===== src/gmis_pkg.sv =====
// ----------------------------------------------------------------------------
// gmis_pkg
// Shared types and constants for the greedy minimum-degree independent set.
// ----------------------------------------------------------------------------
package gmis_pkg;

  localparam int VCOUNT_W = 7;
  localparam int IDX_W    = 6;
  localparam int DEG_W    = 7;

  localparam logic REQ_ADD_EDGE = 1'b0;
  localparam logic REQ_SOLVE    = 1'b1;

  typedef enum logic [2:0] {
    S_IDLE,
    S_DEG,
    S_SCAN,
    S_REMOVE,
    S_DONE
  } state_t;

  typedef struct packed {
    logic                valid;
    logic [DEG_W-1:0]    deg;
    logic [IDX_W-1:0]    idx;
  } cand_t;

  typedef struct packed {
    logic                clear;
    logic                add_en;
    logic                start;
    logic                calc;
    logic                scan;
    logic                remove;
    logic [VCOUNT_W-1:0] vcount;
  } ctl_t;

endpackage


===== src/gmis_cell.sv =====
// ----------------------------------------------------------------------------
// gmis_cell
// One vertex: adjacency row, alive flag, degree and one stage of the
// minimum-degree candidate chain.
// ----------------------------------------------------------------------------
module gmis_cell #(
  parameter int ROW_W    = 64,
  parameter int CELL_IDX = 0
) (
  input  logic               clk,
  input  logic               rst_n,
  input  gmis_pkg::ctl_t     ctl,
  input  logic [ROW_W-1:0]   a_vec,
  input  logic [ROW_W-1:0]   b_vec,
  input  logic [ROW_W-1:0]   sel_vec,
  input  logic [ROW_W-1:0]   alive_vec,
  input  gmis_pkg::cand_t    cand_in,
  output gmis_pkg::cand_t    cand_out,
  output logic               alive
);

  logic [ROW_W-1:0]               row_r, row_nxt;
  logic                           alive_r, alive_nxt;
  logic [gmis_pkg::DEG_W-1:0]     deg_r, deg_nxt;
  gmis_pkg::cand_t                cand_r, cand_nxt;
  logic [ROW_W-1:0]               live_nbr;
  logic                           hit;

  assign live_nbr = row_r & alive_vec;
  assign hit      = (|(row_r & sel_vec)) | sel_vec[CELL_IDX];

  always_comb begin
    row_nxt = row_r;
    if (ctl.clear) begin
      row_nxt = '0;
    end else if (ctl.add_en) begin
      if (a_vec[CELL_IDX]) begin
        row_nxt = row_nxt | b_vec;
      end
      if (b_vec[CELL_IDX]) begin
        row_nxt = row_nxt | a_vec;
      end
    end
  end

  always_comb begin
    alive_nxt = alive_r;
    if (ctl.start) begin
      alive_nxt = (gmis_pkg::VCOUNT_W'(CELL_IDX) < ctl.vcount);
    end else if (ctl.remove && hit) begin
      alive_nxt = 1'b0;
    end
  end

  always_comb begin
    deg_nxt = deg_r;
    if (ctl.calc) begin
      deg_nxt = '0;
      for (int j = 0; j < ROW_W; j++) begin
        deg_nxt = deg_nxt + gmis_pkg::DEG_W'(live_nbr[j]);
      end
    end
  end

  always_comb begin
    cand_nxt = cand_r;
    if (ctl.calc) begin
      cand_nxt.valid = 1'b0;
    end else if (ctl.scan) begin
      if (alive_r && (!cand_in.valid || (deg_r < cand_in.deg))) begin
        cand_nxt.valid = 1'b1;
        cand_nxt.deg   = deg_r;
        cand_nxt.idx   = gmis_pkg::IDX_W'(CELL_IDX);
      end else begin
        cand_nxt = cand_in;
      end
    end
  end

  always_ff @(posedge clk) begin
    if (!rst_n) begin
      row_r        <= '0;
      alive_r      <= 1'b0;
      cand_r.valid <= 1'b0;
    end else begin
      row_r   <= row_nxt;
      alive_r <= alive_nxt;
      cand_r  <= cand_nxt;
    end
  end

  always_ff @(posedge clk) begin
    deg_r <= deg_nxt;
  end

  assign cand_out = cand_r;
  assign alive    = alive_r;

endmodule


===== config.mk =====
export PLATFORM = sky130hd
export DESIGN_NAME = gmis_cell
export DESIGN_NICKNAME = d
export VERILOG_FILES = /design/src/gmis_pkg.sv /design/src/gmis_cell.sv
export SDC_FILE = /design/constraint.sdc
export NUM_CORES = 1
export LEC_CHECK = 0
export BUFFER_PORTS_ARGS = -buffer_cell sky130_fd_sc_hd__buf_2
export CORE_ASPECT_RATIO = 1.75
export CORE_MARGIN = 2
export CORE_UTILIZATION = 41
export CTS_BUF_LIST = sky130_fd_sc_hd__clkbuf_16
export CTS_CLUSTER_DIAMETER = 80
export DETAILED_ROUTE_END_ITERATION = 6
export HOLD_SLACK_MARGIN = 0.12
export PLACE_DENSITY = 0.82
export SLEW_MARGIN = 10
export SYNTH_ARGS = -nofsm -noshare
export SYNTH_HDL_FRONTEND = slang
export SYNTH_SLANG_ARGS = --single-unit
export TNS_END_PERCENT = 5

===== constraint.sdc =====
create_clock -name clk -period 6.5 [get_ports clk]
set_input_delay 0.65 -clock clk [delete_from_list [all_inputs] [get_ports clk]]
set_output_delay 0.65 -clock clk [all_outputs]
set_load 0.02 [all_outputs]

==> metrics <==
Leakage approximately 3.6 nW; number of synthesized flops with an enable pin 20; Power Density 202 nW/um^2; fin. max-slew vios 0; critical path type flop to flop; Period minus WS final roughly 6200 ps; largest cells by area after synthesis dfxtp_1, fa_1, a221oi_1; worst r2r path cells 19; row count 56; ys async rst share 0; YS warnings 0; RSZ-0062 raised after global routing false; Final Hold Vio Count 0; worst slew pin tran ~720 ps; Seq cells post-synth 86; residual DRC count 0; Worst-Skew Late Latency 350 ps; Hold Path Class flop to flop; Worst path slowest cell fa_1; hold path depth 2; slowest stage delay, CP about 580 ps; max_slew headroom 0.517; CP delay by family, top adder cells; status complete, no violations; Die Span Y 158 um; I/O Pins 300; first-pass GRT wire length 30200 um; clk sinks 86; WL/cell 19.9 um; Seq/Total Area, Yosys 0.344; Post-Syn Instances 580; CP max FO 3; initial DRC count roughly 260; reg2reg setup slack around 320 ps; post-layout util 0.562; cts repair resizes 0; Die Wd 92.2 um; IO Port Bufs 299; initial core utilization 0.417; distinct cell type count after synthesis 39; clock skew between 10 and 15 ps; Critical Path Most Common Cell fa_1; fmax about 160 MHz; vias in the first global route between 5000 and 6000; design area between 7000 and 8000 um^2; pre-CTS worst setup slack -16.5 ps; clk slew on worst S/H paths ~70 ps; antenna violations before repair 4; leading post-synthesis cells by instance count a221oi_1, nor2_1, inv_1; Critical Path Start Type flop; TritonCTS clock tree done; via count 5658; mapped cell area ~5600 um^2; drt pass-1 iters 5; Routed Wire Length around 21000 um; largest net degree at the start of global routing between 60 and 70; Crit path required time 6700 ps; part of the cycle the worst path needs 0.951; filler instances 1278; Max Buffers Root-to-Sink 2; Max IR drop VDD between 0.0001 and 0.00015 V; CP arrival ~6400 ps; worst setup margin around 320 ps; max cap viols 0; layout cell share with drive strength beyond 1 0.373; GP Congestion around 0.9; top_reg_cell synth dfxtp_1; DR vias/cell approximately 5.4; gr usage total 0.282; capture point of the worst reg-to-reg path deg_r[6]; area of the core ~13000 um^2; layout overhead on the synthesized area 34.6%; hpwl dp about 18000 um; Nets 1227; # setup viols final 0; CTS Hold Buffers Added 0; Post-CTS Setup Bufs 0; Mapped Avg Cell Area 9.63 um^2; CP Capture Type flop; GRT overflow 0; DIE AREA ~15000 um^2; worst flop-to-flop path startpoint row_r[61]; H-tree lvl count 3; CTS buffer count 9; top cell type by total area after synthesis dfxtp_1; placed cell area between 7000 and 8000 um^2; critical-path cell list and2_1 -> fa_1 -> fa_1 -> inv_1 -> fa_1 -> fa_1 -> fa_1 -> fa_1 -> fa_1 -> fa_1 -> inv_1 -> ha_1 -> inv_1 -> fa_1 -> inv_1 -> a21oi_1 -> o21bai_1 -> a21oi_1 -> o21bai_1; syn nets 940; Detail Route Antenna Nets 0; CP Buf/Inv Count 4; top cell type's share of synthesized area 0.237; hold_ws 496 ps; Root Buffer clkbuf_16
## worst max path at each step
stage | start | to | slack, ps | cells after the start
after floorplan | alive_vec[27] | deg_r[4] | 370 | 20
after global placement | alive_vec[27] | deg_r[6] | 130 | 22
after detailed placement | alive_vec[63] | deg_r[6] | -20 | 20
after CTS | row_r[61] | deg_r[6] | 280 | 19
after global routing | row_r[61] | deg_r[6] | 50 | 19
final | row_r[61] | deg_r[6] | 320 | 19
## stage by stage
step	setup TNS [ps]	total power [mW]	instances
after floorplan	0	0.866	580
after global placement	0	1.02	1030
after detailed placement	-16.5	1.04	1030
after CTS	0	1.53	1046
after global routing	0	1.61	1050
final	0	1.52	1050
## cells by family after synthesis
logic type / count (synthesis) / share of synthesized area
and+or+nand+nor: 184 / 0.147
AOI/OAI and AO/OA: 135 / 0.197
buffers and inverters: 96 / 0.0645
DFF: 86 / 0.344
adders and majority gates: 75 / 0.241
xor gates and xnor gates: 4 / 0.00628
## report_power, final
part           total (mW)  switching [mW]  internal [mW]
logic               0.410           0.214          0.195
registers           0.618          0.0290          0.589
clock network       0.490           0.230          0.260
total                1.52           0.473           1.04
## worst min-delay path, cell delays in order, from the launching register on
cell and delay, ps:
dfxtp_1 350, a21oi_1 50, nor2_1 70
## layer usage
layer	wire length (um)	track usage
met1	7150	0.291
met2	11700	0.538
met3	1410	0.0540
met4	695	0.139
met5	0	0
## cells in the final DEF, fill, tap and decap left out, types with 2 or more instances in the layout
master     instances
a31oi_1            7
and2_2             2
dfxtp_1           66
fa_1              54
xnor2_1            2
buf_2            299
inv_1             69
buf_4              4
clkinv_2           3
o21ai_0            7
nor2_1            74
nand2_1           54
diode_2            4
o211ai_1           6
clkbuf_16          9
a22oi_1            5
nor3b_1            2
inv_6              2
a21o_1             2
o21bai_1           3
and2_1            25
nand4_1           11
ha_1              21
a22o_1            13
nand2b_1           2
a221oi_1          74
nand3_1            8
a21oi_1            8
a221oi_2           2
edfxtp_1          20
xor2_1             2
## layout make-up
cell class / count / area (um^2) / share of cell area
diodes: 4 / 10.0 / 0.00133
clock buffers: 9 / 225 / 0.0300
clock inverters: 7 / 48.8 / 0.00649
inverters: 69 / 259 / 0.0345
multi-input cells: 398 / 3310 / 0.440
flip-flops and latches: 86 / 1920 / 0.256
well taps: 174 / 218 / 0.0290
repair buffers: 303 / 1530 / 0.203
## sequential cells by signal, indices dropped and copies added (netlist names), named ones only
| register | cells |
|---|---|
| deg_r | 7 |
| cand_out | 14 |
| alive | 1 |
| row_r | 63 |
No activity file was read; power rests on OpenSTA's default activity.
